--- src/design/gslm_pkg.sv ---
package gslm_pkg;

    localparam int DEF_MAX_WIDTH   = 64;
    localparam int DEF_MAX_HEIGHT  = 64;
    localparam int DEF_SAMPLE_BITS = 16;

    localparam int CFG_W   = 7;
    localparam int CFG_IDX_W = 2;
    localparam int POS_W   = 7;
    localparam int ORD_W   = 11;

    localparam logic [CFG_W-1:0] RST_FRAME_HEIGHT = 7'd64;
    localparam logic [CFG_W-1:0] RST_FRAME_WIDTH  = 7'd64;
    localparam logic [CFG_W-1:0] RST_TARGET_ROW   = 7'd0;
    localparam logic [CFG_W-1:0] RST_TARGET_COL   = 7'd0;

    typedef enum logic [CFG_IDX_W-1:0] {
        REG_FRAME_HEIGHT = 2'd0,
        REG_FRAME_WIDTH  = 2'd1,
        REG_TARGET_ROW   = 2'd2,
        REG_TARGET_COL   = 2'd3
    } cfg_reg_t;

    typedef struct packed {
        logic probe;
        logic summary;
        logic last;
    } probe_tag_t;

endpackage

--- src/design/gslm_cell.sv ---
module gslm_cell #(
    parameter int SAMPLE_BITS = gslm_pkg::DEF_SAMPLE_BITS
) (
    input  logic                        clk,
    input  logic                        shift,
    input  logic                        clear,
    input  logic [2:0][SAMPLE_BITS-1:0] col_in,
    output logic [2:0][SAMPLE_BITS-1:0] col_out
);

    logic [2:0][SAMPLE_BITS-1:0] col_reg;
    logic [2:0][SAMPLE_BITS-1:0] col_next;

    always_comb
    begin
        col_next = col_reg;
        if (shift)
        begin
            col_next = clear ? '0 : col_in;
        end
    end

    always_ff @(posedge clk)
    begin
        col_reg <= col_next;
    end

    assign col_out = col_reg;

endmodule

--- src/design/gslm_line_buf.sv ---
module gslm_line_buf #(
    parameter int MAX_WIDTH   = gslm_pkg::DEF_MAX_WIDTH,
    parameter int SAMPLE_BITS = gslm_pkg::DEF_SAMPLE_BITS,
    parameter int ADDR_W      = (MAX_WIDTH > 1) ? $clog2(MAX_WIDTH) : 1
) (
    input  logic                   clk,
    input  logic                   wr_en,
    input  logic [ADDR_W-1:0]      wr_addr,
    input  logic [SAMPLE_BITS-1:0] wr_above,
    input  logic [SAMPLE_BITS-1:0] wr_mid,
    input  logic                   rd_en,
    input  logic [ADDR_W-1:0]      rd_addr,
    output logic [SAMPLE_BITS-1:0] rd_above,
    output logic [SAMPLE_BITS-1:0] rd_mid
);

    logic [SAMPLE_BITS-1:0] above_mem [MAX_WIDTH];
    logic [SAMPLE_BITS-1:0] mid_mem   [MAX_WIDTH];
    logic [SAMPLE_BITS-1:0] rd_above_reg;
    logic [SAMPLE_BITS-1:0] rd_mid_reg;

    always_ff @(posedge clk)
    begin
        if (wr_en)
        begin
            above_mem[wr_addr] <= wr_above;
            mid_mem[wr_addr]   <= wr_mid;
        end
    end

    always_ff @(posedge clk)
    begin
        if (rd_en)
        begin
            rd_above_reg <= above_mem[rd_addr];
            rd_mid_reg   <= mid_mem[rd_addr];
        end
    end

    assign rd_above = rd_above_reg;
    assign rd_mid   = rd_mid_reg;

endmodule

--- src/design/gslm_probe.sv ---
module gslm_probe #(
    parameter int SAMPLE_BITS = gslm_pkg::DEF_SAMPLE_BITS,
    parameter int ROW_W       = 7,
    parameter int COL_W       = 7
) (
    input  logic                              clk,
    input  logic                              rst_n,
    input  logic                              step,
    input  gslm_pkg::probe_tag_t              tag,
    input  logic [ROW_W-1:0]                  row1,
    input  logic [COL_W-1:0]                  col1,
    input  logic [2:0][SAMPLE_BITS-1:0]       win_left,
    input  logic [2:0][SAMPLE_BITS-1:0]       win_centre,
    input  logic [2:0][SAMPLE_BITS-1:0]       win_right,
    input  logic [gslm_pkg::CFG_W-1:0]        target_row,
    input  logic [gslm_pkg::CFG_W-1:0]        target_col,
    output logic                              out_valid,
    output logic [gslm_pkg::POS_W-1:0]        peak_row,
    output logic [gslm_pkg::POS_W-1:0]        peak_col,
    output logic [gslm_pkg::ORD_W-1:0]        peak_ordinal,
    output logic                              is_summary,
    output logic                              target_hit,
    output logic                              last_of_run
);

    localparam int PosW = gslm_pkg::POS_W;
    localparam int OrdW = gslm_pkg::ORD_W;

    logic                 valid_reg;
    logic                 valid_next;
    logic [PosW-1:0]      row_reg;
    logic [PosW-1:0]      row_next;
    logic [PosW-1:0]      col_reg;
    logic [PosW-1:0]      col_next;
    logic [OrdW-1:0]      ord_reg;
    logic [OrdW-1:0]      ord_next;
    logic                 summary_reg;
    logic                 summary_next;
    logic                 hit_out_reg;
    logic                 hit_out_next;
    logic                 last_reg;
    logic                 last_next;
    logic [OrdW-1:0]      peak_cnt_reg;
    logic [OrdW-1:0]      peak_cnt_next;
    logic                 hit_flag_reg;
    logic                 hit_flag_next;
    logic                 is_peak;
    logic                 on_target;
    logic [OrdW-1:0]      cnt_inc;
    logic signed [SAMPLE_BITS-1:0] centre;

    always_comb
    begin
        centre  = $signed(win_centre[1]);
        is_peak = (centre > $signed(win_left[0]))   && (centre > $signed(win_left[1])) &&
                  (centre > $signed(win_left[2]))   && (centre > $signed(win_centre[0])) &&
                  (centre > $signed(win_centre[2])) && (centre > $signed(win_right[0])) &&
                  (centre > $signed(win_right[1]))  && (centre > $signed(win_right[2]));
    end

    assign on_target = (32'(row1) == 32'(target_row)) && (32'(col1) == 32'(target_col));
    assign cnt_inc   = (peak_cnt_reg == '1) ? peak_cnt_reg : OrdW'(peak_cnt_reg + 1'b1);

    always_comb
    begin
        valid_next    = valid_reg;
        row_next      = row_reg;
        col_next      = col_reg;
        ord_next      = ord_reg;
        summary_next  = summary_reg;
        hit_out_next  = hit_out_reg;
        last_next     = last_reg;
        peak_cnt_next = peak_cnt_reg;
        hit_flag_next = hit_flag_reg;
        if (step)
        begin
            valid_next = 1'b0;
            if (tag.summary)
            begin
                valid_next    = 1'b1;
                row_next      = '0;
                col_next      = '0;
                ord_next      = peak_cnt_reg;
                summary_next  = 1'b1;
                hit_out_next  = hit_flag_reg;
                last_next     = 1'b1;
                peak_cnt_next = '0;
                hit_flag_next = 1'b0;
            end
            else if (tag.probe && is_peak)
            begin
                valid_next    = 1'b1;
                row_next      = PosW'(row1);
                col_next      = PosW'(col1);
                ord_next      = cnt_inc;
                summary_next  = 1'b0;
                hit_out_next  = 1'b0;
                last_next     = tag.last;
                peak_cnt_next = cnt_inc;
                hit_flag_next = hit_flag_reg | on_target;
            end
        end
    end

    always_ff @(posedge clk or negedge rst_n)
    begin
        if (!rst_n)
        begin
            valid_reg    <= 1'b0;
            peak_cnt_reg <= '0;
            hit_flag_reg <= 1'b0;
        end
        else
        begin
            valid_reg    <= valid_next;
            peak_cnt_reg <= peak_cnt_next;
            hit_flag_reg <= hit_flag_next;
        end
    end

    always_ff @(posedge clk)
    begin
        row_reg     <= row_next;
        col_reg     <= col_next;
        ord_reg     <= ord_next;
        summary_reg <= summary_next;
        hit_out_reg <= hit_out_next;
        last_reg    <= last_next;
    end

    assign out_valid    = valid_reg;
    assign peak_row     = row_reg;
    assign peak_col     = col_reg;
    assign peak_ordinal = ord_reg;
    assign is_summary   = summary_reg;
    assign target_hit   = hit_out_reg;
    assign last_of_run  = last_reg;

endmodule

--- src/design/grid_strict_local_maxima.sv ---
// Strict 3x3 local-maximum detector for a raster-order frame of signed samples, with
// out-of-frame neighbors taken as zero. Within a row the block takes one sample per
// cycle; the last sample of a row blocks the input while the window drains the row
// end, and the last sample of the frame blocks it while the single read port of the
// line buffers replays the final row through the window before the summary
// transaction. A result waiting on out_ready stalls the whole chain. Judgments lag
// their samples by one row and one column.
module grid_strict_local_maxima #(
    parameter int MAX_WIDTH   = gslm_pkg::DEF_MAX_WIDTH,
    parameter int MAX_HEIGHT  = gslm_pkg::DEF_MAX_HEIGHT,
    parameter int SAMPLE_BITS = gslm_pkg::DEF_SAMPLE_BITS
) (
    input  logic                               clk,
    input  logic                               rst_n,
    input  logic                               in_valid,
    output logic                               in_ready,
    input  logic signed [SAMPLE_BITS-1:0]      sample,
    output logic                               out_valid,
    input  logic                               out_ready,
    output logic [gslm_pkg::POS_W-1:0]         peak_row,
    output logic [gslm_pkg::POS_W-1:0]         peak_col,
    output logic [gslm_pkg::ORD_W-1:0]         peak_ordinal,
    output logic                               is_summary,
    output logic                               target_hit,
    output logic                               last_of_run,
    input  logic                               cfg_valid,
    output logic                               cfg_ready,
    input  logic [gslm_pkg::CFG_IDX_W-1:0]     cfg_index,
    input  logic [gslm_pkg::CFG_W-1:0]         cfg_data
);

    localparam int RowW  = $clog2(MAX_HEIGHT + 1);
    localparam int ColW  = $clog2(MAX_WIDTH + 1);
    localparam int AddrW = (MAX_WIDTH > 1) ? $clog2(MAX_WIDTH) : 1;
    localparam int CfgW  = gslm_pkg::CFG_W;

    typedef enum logic [3:0] {
        ST_RUN   = 4'b0001,
        ST_EOR   = 4'b0010,
        ST_FLUSH = 4'b0100,
        ST_SUM   = 4'b1000
    } seq_state_t;

    logic [CfgW-1:0]        frame_height_reg;
    logic [CfgW-1:0]        frame_width_reg;
    logic [CfgW-1:0]        target_row_reg;
    logic [CfgW-1:0]        target_col_reg;

    logic [RowW-1:0]        row_cnt_reg;
    logic [RowW-1:0]        row_cnt_next;
    logic [ColW-1:0]        col_cnt_reg;
    logic [ColW-1:0]        col_cnt_next;

    logic                   s1_valid_reg;
    logic                   s1_valid_next;
    logic [SAMPLE_BITS-1:0] s1_sample_reg;
    logic [RowW-1:0]        s1_r_reg;
    logic [ColW-1:0]        s1_c_reg;
    logic                   s1_eor_reg;
    logic                   s1_final_reg;

    seq_state_t             state_reg;
    seq_state_t             state_next;
    logic [ColW-1:0]        fl_j_reg;
    logic [ColW-1:0]        fl_j_next;

    gslm_pkg::probe_tag_t   tag_reg;
    gslm_pkg::probe_tag_t   tag_next;
    logic [RowW-1:0]        row1_reg;
    logic [RowW-1:0]        row1_next;
    logic [ColW-1:0]        col1_reg;
    logic [ColW-1:0]        col1_next;

    logic                   advance;
    logic                   accept;
    logic [RowW-1:0]        h_eff;
    logic [ColW-1:0]        w_eff;
    logic [RowW-1:0]        cur_r;
    logic [ColW-1:0]        cur_c;
    logic                   cur_eor;
    logic                   cur_final;

    logic                   shift;
    logic                   shift_clear;
    logic [2:0][SAMPLE_BITS-1:0] col_new;
    logic [2:0][SAMPLE_BITS-1:0] col_chain [4];
    logic                   wr_en;
    logic [SAMPLE_BITS-1:0] gated_top;
    logic [SAMPLE_BITS-1:0] gated_mid;
    logic [SAMPLE_BITS-1:0] flush_top;
    logic                   flush_rd;
    logic [ColW-1:0]        flush_addr;
    logic                   rd_en;
    logic [AddrW-1:0]       rd_addr;
    logic [SAMPLE_BITS-1:0] rd_above;
    logic [SAMPLE_BITS-1:0] rd_mid;
    logic                   res_valid;

    assign cfg_ready = 1'b1;

    always_ff @(posedge clk or negedge rst_n)
    begin
        if (!rst_n)
        begin
            frame_height_reg <= gslm_pkg::RST_FRAME_HEIGHT;
            frame_width_reg  <= gslm_pkg::RST_FRAME_WIDTH;
            target_row_reg   <= gslm_pkg::RST_TARGET_ROW;
            target_col_reg   <= gslm_pkg::RST_TARGET_COL;
        end
        else if (cfg_valid)
        begin
            unique case (gslm_pkg::cfg_reg_t'(cfg_index))
                gslm_pkg::REG_FRAME_HEIGHT: frame_height_reg <= cfg_data;
                gslm_pkg::REG_FRAME_WIDTH:  frame_width_reg  <= cfg_data;
                gslm_pkg::REG_TARGET_ROW:   target_row_reg   <= cfg_data;
                gslm_pkg::REG_TARGET_COL:   target_col_reg   <= cfg_data;
                default:                    target_col_reg   <= target_col_reg;
            endcase
        end
    end

    assign h_eff = (frame_height_reg == '0) ? RowW'(1) :
                   (32'(frame_height_reg) > 32'(MAX_HEIGHT)) ? RowW'(MAX_HEIGHT) :
                   RowW'(frame_height_reg);
    assign w_eff = (frame_width_reg == '0) ? ColW'(1) :
                   (32'(frame_width_reg) > 32'(MAX_WIDTH)) ? ColW'(MAX_WIDTH) :
                   ColW'(frame_width_reg);

    assign cur_r     = (row_cnt_reg < h_eff) ? row_cnt_reg : RowW'(h_eff - RowW'(1));
    assign cur_c     = (col_cnt_reg < w_eff) ? col_cnt_reg : ColW'(w_eff - ColW'(1));
    assign cur_eor   = (cur_c == ColW'(w_eff - ColW'(1)));
    assign cur_final = cur_eor && (cur_r == RowW'(h_eff - RowW'(1)));

    assign advance  = !out_valid || out_ready;
    assign in_ready = advance && (state_reg == ST_RUN) && !(s1_valid_reg && s1_eor_reg);
    assign accept   = in_valid && in_ready;

    always_comb
    begin
        row_cnt_next = row_cnt_reg;
        col_cnt_next = col_cnt_reg;
        if (accept)
        begin
            if (cur_final)
            begin
                row_cnt_next = '0;
                col_cnt_next = '0;
            end
            else if (cur_eor)
            begin
                row_cnt_next = RowW'(cur_r + 1'b1);
                col_cnt_next = '0;
            end
            else
            begin
                row_cnt_next = cur_r;
                col_cnt_next = ColW'(cur_c + 1'b1);
            end
        end
    end

    assign gated_top = (s1_r_reg > RowW'(1)) ? rd_above : '0;
    assign gated_mid = (s1_r_reg != '0) ? rd_mid : '0;
    assign flush_top = (s1_r_reg != '0) ? rd_above : '0;

    always_comb
    begin
        state_next     = state_reg;
        fl_j_next      = fl_j_reg;
        s1_valid_next  = s1_valid_reg;
        shift          = 1'b0;
        shift_clear    = 1'b0;
        col_new        = '0;
        wr_en          = 1'b0;
        flush_rd       = 1'b0;
        flush_addr     = '0;
        tag_next       = '0;
        row1_next      = row1_reg;
        col1_next      = col1_reg;
        if (advance)
        begin
            unique case (state_reg)
                ST_RUN:
                begin
                    if (s1_valid_reg)
                    begin
                        s1_valid_next = 1'b0;
                        shift         = 1'b1;
                        shift_clear   = (s1_c_reg == '0);
                        col_new       = {s1_sample_reg, gated_mid, gated_top};
                        wr_en         = 1'b1;
                        tag_next.probe = (s1_r_reg != '0) && (s1_c_reg != '0);
                        tag_next.last  = !s1_final_reg;
                        row1_next      = s1_r_reg;
                        col1_next      = s1_c_reg;
                        if (s1_eor_reg)
                        begin
                            state_next = ST_EOR;
                        end
                    end
                end
                ST_EOR:
                begin
                    shift          = 1'b1;
                    tag_next.probe = (s1_r_reg != '0);
                    tag_next.last  = !s1_final_reg;
                    row1_next      = s1_r_reg;
                    col1_next      = ColW'(s1_c_reg + 1'b1);
                    if (s1_final_reg)
                    begin
                        flush_rd   = 1'b1;
                        flush_addr = '0;
                        fl_j_next  = '0;
                        state_next = ST_FLUSH;
                    end
                    else
                    begin
                        state_next = ST_RUN;
                    end
                end
                ST_FLUSH:
                begin
                    shift          = 1'b1;
                    shift_clear    = (fl_j_reg == '0);
                    tag_next.probe = (fl_j_reg != '0);
                    row1_next      = RowW'(s1_r_reg + 1'b1);
                    col1_next      = fl_j_reg;
                    fl_j_next      = ColW'(fl_j_reg + 1'b1);
                    if (fl_j_reg < w_eff)
                    begin
                        col_new    = {{SAMPLE_BITS{1'b0}}, rd_mid, flush_top};
                        flush_rd   = 1'b1;
                        flush_addr = ColW'(fl_j_reg + 1'b1);
                    end
                    else
                    begin
                        state_next = ST_SUM;
                    end
                end
                ST_SUM:
                begin
                    tag_next.summary = 1'b1;
                    tag_next.last    = 1'b1;
                    state_next       = ST_RUN;
                end
                default:
                begin
                    state_next = ST_RUN;
                end
            endcase
        end
        if (accept)
        begin
            s1_valid_next = 1'b1;
        end
    end

    assign rd_en   = accept || flush_rd;
    assign rd_addr = accept ? cur_c[AddrW-1:0] : flush_addr[AddrW-1:0];

    always_ff @(posedge clk or negedge rst_n)
    begin
        if (!rst_n)
        begin
            row_cnt_reg  <= '0;
            col_cnt_reg  <= '0;
            s1_valid_reg <= 1'b0;
            s1_r_reg     <= '0;
            s1_c_reg     <= '0;
            s1_eor_reg   <= 1'b0;
            s1_final_reg <= 1'b0;
            state_reg    <= ST_RUN;
            fl_j_reg     <= '0;
            tag_reg      <= '0;
        end
        else
        begin
            row_cnt_reg  <= row_cnt_next;
            col_cnt_reg  <= col_cnt_next;
            s1_valid_reg <= s1_valid_next;
            state_reg    <= state_next;
            fl_j_reg     <= fl_j_next;
            if (advance)
            begin
                tag_reg <= tag_next;
            end
            if (accept)
            begin
                s1_r_reg     <= cur_r;
                s1_c_reg     <= cur_c;
                s1_eor_reg   <= cur_eor;
                s1_final_reg <= cur_final;
            end
        end
    end

    always_ff @(posedge clk)
    begin
        if (accept)
        begin
            s1_sample_reg <= sample;
        end
        row1_reg <= row1_next;
        col1_reg <= col1_next;
    end

    gslm_line_buf #(
        .MAX_WIDTH   (MAX_WIDTH),
        .SAMPLE_BITS (SAMPLE_BITS),
        .ADDR_W      (AddrW)
    ) u_line_buf (
        .clk      (clk),
        .wr_en    (wr_en),
        .wr_addr  (s1_c_reg[AddrW-1:0]),
        .wr_above (gated_mid),
        .wr_mid   (s1_sample_reg),
        .rd_en    (rd_en),
        .rd_addr  (rd_addr),
        .rd_above (rd_above),
        .rd_mid   (rd_mid)
    );

    assign col_chain[3] = col_new;

    for (genvar k = 0; k < 3; k++)
    begin : g_cell
        gslm_cell #(
            .SAMPLE_BITS (SAMPLE_BITS)
        ) u_cell (
            .clk     (clk),
            .shift   (shift),
            .clear   (shift_clear && (k < 2)),
            .col_in  (col_chain[k+1]),
            .col_out (col_chain[k])
        );
    end

    gslm_probe #(
        .SAMPLE_BITS (SAMPLE_BITS),
        .ROW_W       (RowW),
        .COL_W       (ColW)
    ) u_probe (
        .clk          (clk),
        .rst_n        (rst_n),
        .step         (advance),
        .tag          (tag_reg),
        .row1         (row1_reg),
        .col1         (col1_reg),
        .win_left     (col_chain[0]),
        .win_centre   (col_chain[1]),
        .win_right    (col_chain[2]),
        .target_row   (target_row_reg),
        .target_col   (target_col_reg),
        .out_valid    (res_valid),
        .peak_row     (peak_row),
        .peak_col     (peak_col),
        .peak_ordinal (peak_ordinal),
        .is_summary   (is_summary),
        .target_hit   (target_hit),
        .last_of_run  (last_of_run)
    );

    assign out_valid = res_valid;

endmodule

--- config.mk ---
export PLATFORM = sky130hd
export DESIGN_NAME = grid_strict_local_maxima
export DESIGN_NICKNAME = d
export VERILOG_FILES = /design/src/design/gslm_pkg.sv /design/src/design/gslm_cell.sv /design/src/design/gslm_line_buf.sv /design/src/design/gslm_probe.sv /design/src/design/grid_strict_local_maxima.sv
export SDC_FILE = /design/constraint.sdc
export NUM_CORES = 2
export LEC_CHECK = 0
export BUFFER_PORTS_ARGS = -buffer_cell sky130_fd_sc_hd__buf_2
export CAP_MARGIN = 5
export CORE_MARGIN = 3
export CORE_UTILIZATION = 25
export DETAILED_ROUTE_END_ITERATION = 8
export PLACE_DENSITY = 0.35
export RECOVER_POWER = 100
export SLEW_MARGIN = 15
export SYNTH_ARGS = -nofsm -noshare
export SYNTH_HDL_FRONTEND = slang
export SYNTH_SLANG_ARGS = --single-unit
--- constraint.sdc ---
create_clock -name clk -period 19.9 [get_ports clk]
set_input_delay 3.98 -clock clk [delete_from_list [all_inputs] [get_ports clk]]
set_output_delay 3.98 -clock clk [all_outputs]
set_load 0.03 [all_outputs]
-- Word-level counts from Yosys, hierarchy flattened
Memories as Yosys holds them, arrays and structs flattened. A register that Yosys moved wholly into a read port is not among the register bits.
Index checks and enable logic that the tools add are counted.
- add/sub/neg operators: 8
- order comparisons: 14
- equality and inequality tests: 16
- mux-type cells: 66
- bitwise operators: 1
- reductions and logical operators: 43
- operator list (operator ; count):
    $gt 16x16->1 ; 8
    $mux 7 ; 15
    $pmux 48 s2 ; 1
    $mux 16 ; 3
    $mux 48 ; 1
    $mux 11 ; 4
    $pmux 7 s3 ; 2
    $add 7x1->7 const B ; 5
    $mux 32 ; 1
    $eq 7x7->1 ; 4
    $logic_not 7->1 ; 4
    $mux 1 ; 24
    $mux 6 ; 4
    $lt 7x7->1 ; 3
    $reduce_bool 7->1 ; 3
    $logic_and 1x1->1 ; 15
    $gt 7x7->1 const B ; 2
    $pmux 7 s2 ; 1
    $sub 7x1->7 const B ; 2
    $mux 4 ; 3
    $pmux 4 s3 ; 1
    $reduce_and 2->1 ; 6
    $add 11x1->11 const B ; 1
    $eq 11x11->1 const B ; 1
    other kinds (20) ; 34
- flip-flop bits (word level): 288
- memory bits (writable): 2048
- input port bits: 30
- memories kept: 2
- memories (memory ; depth ; bits a word ; read ports ; clocked after Yosys merged registers in ; write ports ; line ; RTL):
    u_line_buf.above_mem ; 64 ; 16 ; 1 ; 1 ; 1 ; gslm_line_buf.sv:17 ; logic [SAMPLE_BITS-1:0] above_mem [MAX_WIDTH];
    u_line_buf.mid_mem ; 64 ; 16 ; 1 ; 1 ; 1 ; gslm_line_buf.sv:18 ; logic [SAMPLE_BITS-1:0] mid_mem [MAX_WIDTH];

-- Longest topological paths before layout
- word-level depth: 11
- mapped depth: 18
- depth with buffers taken out: 14

-- Hierarchy
Synthesis repeated with hierarchy kept, for this count alone.
- cell total of the unflattened synthesis: 4923
- area total of the unflattened synthesis: 96063.4 µm²
- modules (own cells, without submodules) (module ; instances ; cells each ; area an instance (µm²) ; seq. area each (µm²)):
    gslm_line_buf ; 1 ; 3326 ; 79002.0 ; 62459.9
    grid_strict_local_maxima ; 1 ; 664 ; 6361.1 ; 2731.4
    gslm_cell ; 3 ; 101 ; 1785.5 ; 1441.4
    gslm_probe ; 1 ; 630 ; 5343.9 ; 1166.1

-- Least setup slack after synthesis
OpenSTA, ideal clock, no wires.
- path kind: input port to flip-flop
- start: in out_ready
- end: reg g_cell[0].u_cell.col_reg, in the netlist g_cell[0].u_cell.col_out[0] (enable)
- data arrival time: 11.357 ns
- data required time: 19.205 ns
- slack: 7.847 ns
- cell stages on the path: 4
- buffers on the path: 2
- cell sequence: nor2b_1 -> clkbuf_1 -> clkbuf_1 -> a21oi_1
- cells in the longest elaborated chain, start to end: 2
- RTL lines (what ; line ; RTL):
    from (decl) ; grid_strict_local_maxima.sv:19 ; input logic out_ready,
    $logic_or 1x1->1 ; grid_strict_local_maxima.sv:134 ; assign advance = !out_valid || out_ready;
    $mux 1 ; grid_strict_local_maxima.sv:180 ; if (advance)
    net g_cell[0].u_cell.shift ; gslm_cell.sv:5 ; input logic shift,
    to (signal assigned) ; gslm_cell.sv:25 ; col_reg <= col_next;
    to (decl) ; gslm_cell.sv:11 ; logic [2:0][SAMPLE_BITS-1:0] col_reg;
The timed path passes the listed nets, and every way through them passes these cells.
A chain may end at the register's enable or synchronous reset.

-- Worst setup path after layout
- start: in out_ready
- end: reg u_line_buf.rd_mid_reg[3] (netlist: u_line_buf.rd_mid[3]) (read register of u_line_buf.mid_mem) (data pin)
- cells in the longest elaborated chain, start to end: 5
- RTL lines (what ; line ; RTL):
    $logic_or 1x1->1 * ; grid_strict_local_maxima.sv:134 ;
    $logic_and 1x1->1 (2 in series) ; grid_strict_local_maxima.sv:135 ; assign in_ready = advance && (state_reg == ST_RUN) && !(s1_valid_reg && s1_eor_reg);
    $logic_and 1x1->1 ; grid_strict_local_maxima.sv:136 ; assign accept = in_valid && in_ready;
    $mux 6 or $logic_or 1x1->1 (tied branches) ; grid_strict_local_maxima.sv:259, grid_strict_local_maxima.sv:258 ;
    to (decl) ; gslm_line_buf.sv:20 ; logic [SAMPLE_BITS-1:0] rd_mid_reg;
Mark *: on every way between the ends. The rest lies on a longest branch, timed or not.

==> run summary <==
First drt pass iteration count -> 5
Hold Crit Class -> reg2reg
Synth unique cells -> 76
Power Density -> 149 nW/um^2
Kind of critical path -> in2reg
Post-Syn Area -> 94,300 sq um
Type of destination of the critical path -> flop
Die ar. -> 385,000 sq um
Async set-reset flop share out of synthesis -> 0.0363
Pin count of the biggest net entering global routing -> 145
Avg Cell Area, Syn -> 19.7 sq um
Top cells by count, synth -> edfxtp_1, mux4_2, a22oi_1
Met1 usage in global routing -> 0.229
Startpoint Class -> primary input
RSZ-0062 raised after global routing -> false
GRT busiest layer -> met2
Critical path fanouts, max -> 85
Post-synthesis sequential area ratio -> 0.749
Area leader, netlist -> edfxtp_1
Initial antenna violation count -> 65
Gpl congestion -> 0.739
Maximum vdd ir drop -> 0.000107 V
Vias in the first global route -> 50,599
Wire per inst -> 31.0 microns
Routed vias -> 48,616
Design area -> 110,000 sq um
Syn_nets -> 4,986
Clock Latency Late Sink -> 900 ps
Number of remaining DRC errors -> 0
Placed cells -> 9,777
Synth Register Bits -> 2,368
CP max stage delay -> 2560 ps
H-tree Lvls -> 5
Number of buffers created by CTS -> 285
Tot Pwr -> 16.5 mW
Final setup fails -> 0
Minimum clock period -> 13,290 ps
Period utilization -> 0.668
Share of cells above drive strength 1 -> 0.208
Area post-placement -> 102,000 sq um
Hold Vio Cnt, Final -> 0
Worst Skew -> 55.6 ps
Clock slew at reported path FFs -> 60 ps
Cells along the critical path -> clkbuf_1 > nand2b_1 > clkbuf_1 > nand2_1 > a21oi_1 > nand2_2 > clkbuf_1 > inv_1 > clkbuf_1 > a22oi_1 > buf_12 > clkbuf_1 > mux4_2 > a22oi_1 > a21oi_2 > clkbuf_1 > or4_1
First-pass GRT wire length -> 437,000 microns
Post-synth EDFFs -> 2,282
GR Overflow Total -> 0
Failing checks -> capacitance limit, slew limit
Setup bufs post-CTS -> 0
Core Area -> 374,000 sq um
Leak pwr -> 34.8 nW
Met2 Use GR -> 0.272
Area grow syn2layout -> 16.8%
Run status -> finished, violations left
Io pins -> 61
FF-to-FF setup slack -> 9540 ps
WL final -> 320,000 microns
DR vias/cell -> 4.72
Max transition margin -> -4.46
Ys Warns -> 0
Count leader, synth -> edfxtp_1
Non-filler cells, final -> 10,308
Nets -> 5,280
Worst endpoint required time -> 20,520 ps
Cell count after synthesis -> 4,798
Setup tns final -> 0 ps
Slew Limit Fails -> 4,711
Row count -> 224
Die X -> 620 microns
Fillers -> 36,807
Initial Util -> 0.252
Clock Sinks -> 2,368
Synth top area share -> 0.726
Most used cell, CP -> clkbuf_1
PortBufs -> 59
Highest-delay cell along the critical path -> clkbuf_1
CTS root buf -> clkbuf_16
Fmax -> 75.3 MHz
Detailed placer's ending HPWL -> 172,000 microns
Post-DRT Antenna Nets -> 0
CTS tree -> yes
DRT iter0 DRCs -> 4,686
Worst slew pin tran -> 8190 ps
Max clock buf depth -> 4
Crit path DAT -> 13,900 ps
Top FF cell, synth -> edfxtp_1
GR Util met3 -> 0.0210
DIE HEIGHT -> 620 microns
Hold buffers post-CTS -> 0
Post-CTS resize count -> 0
GRT Total Usage -> 0.164
Maxcap violations -> 120
Area contributors post-synth -> edfxtp_1, mux4_2, dfrtp_1, ha_1, a22oi_1
cells by family after synthesis:
| kind of cell | Yosys count | synth area share |
|---|---|---|
| compound gates | 659 | 0.0461 |
| simple gates | 621 | 0.0341 |
| xor+xnor | 50 | 0.00464 |
| other cells | 1 | 0.0000397 |
| flops | 2368 | 0.749 |
| mux | 554 | 0.127 |
| buf+inv | 387 | 0.0179 |
| fa+ha+maj | 158 | 0.0210 |
path summary, 6_finish.rpt:
check / from / to / depth (start not counted)
min: tag_reg[0]$_DFFE_PN0N_ / tag_reg[0]$_DFFE_PN0N_ / 2
max in group asynchronous: rst_n / s1_r_reg[0]$_DFFE_PN0P_ / 2
max reg2reg: u_probe.out_valid$_DFFE_PN0N_ / u_line_buf.rd_mid[3]$_DFFE_PP_ / 16
max: out_ready / u_line_buf.rd_mid[3]$_DFFE_PP_ / 17
min in group asynchronous: rst_n / frame_height_reg[5]$_DFFE_PN0P_ / 1
min reg2reg: tag_reg[0]$_DFFE_PN0N_ / tag_reg[0]$_DFFE_PN0N_ / 2
layer usage:
metal,vias up,share of wire
met5,-,0.00011
met4,6,0.023
met3,382,0.049
met2,1305,0.48
met1,26578,0.45
li1,20345,-
worst max-delay path: cells and delay by family:
family	cells	cell delay [ps]
mux	1	780
simple gates	4	1130
buf+inv	8	6690
compound gates	4	1140
final cells by class:
type | count | area (sq um) | area share
repair buffers | 242 | 1320 | 0.0119
clock inverters | 138 | 1130 | 0.0103
diodes | 24 | 60.1 | 0.000545
multi-input cells | 2043 | 22600 | 0.205
flip-flops and latches | 2368 | 70700 | 0.641
well taps | 4972 | 6220 | 0.0564
clock buffers | 369 | 7670 | 0.0696
inverters | 152 | 571 | 0.00518
metrics by stage:
| step | worst slack (ps) | hold slack [ps] | util |
|---|---|---|---|
| after floorplan | 7850 | 440 | - |
| after global placement | 9160 | 462 | 0.273 |
| after detailed placement | 9270 | 459 | 0.273 |
| after CTS | 10230 | 471 | 0.297 |
| after global routing | 5470 | 508 | 0.295 |
| final | 6610 | 464 | 0.295 |
cell usage in the layout, fill, tap and decap left out, types with 33 or more instances in the layout:
master        n
o21ai_0      66
nand3_1      42
clkbuf_1    231
buf_4        48
or4_1        35
nor2_4       48
and2_0       48
edfxtp_1   2282
clkinv_2     34
mux4_2      512
nand4_1      33
nand2_1      93
inv_1       150
clkbuf_16   294
xnor2_1      39
mux2_2       34
clkinv_1     72
a21o_1       34
dfrtp_1      83
a21oi_1     161
ha_1        158
a22oi_1     260
nor2b_1      56
nor2_1      145
power by group:
group	switching (mW)	internal [mW]	total [mW]
Combinational	2.96	1.46	4.42
Sequential	0.360	6.69	7.05
Clock	2.08	2.92	5.00
Note: power is estimated with default switching activity, not from simulation.
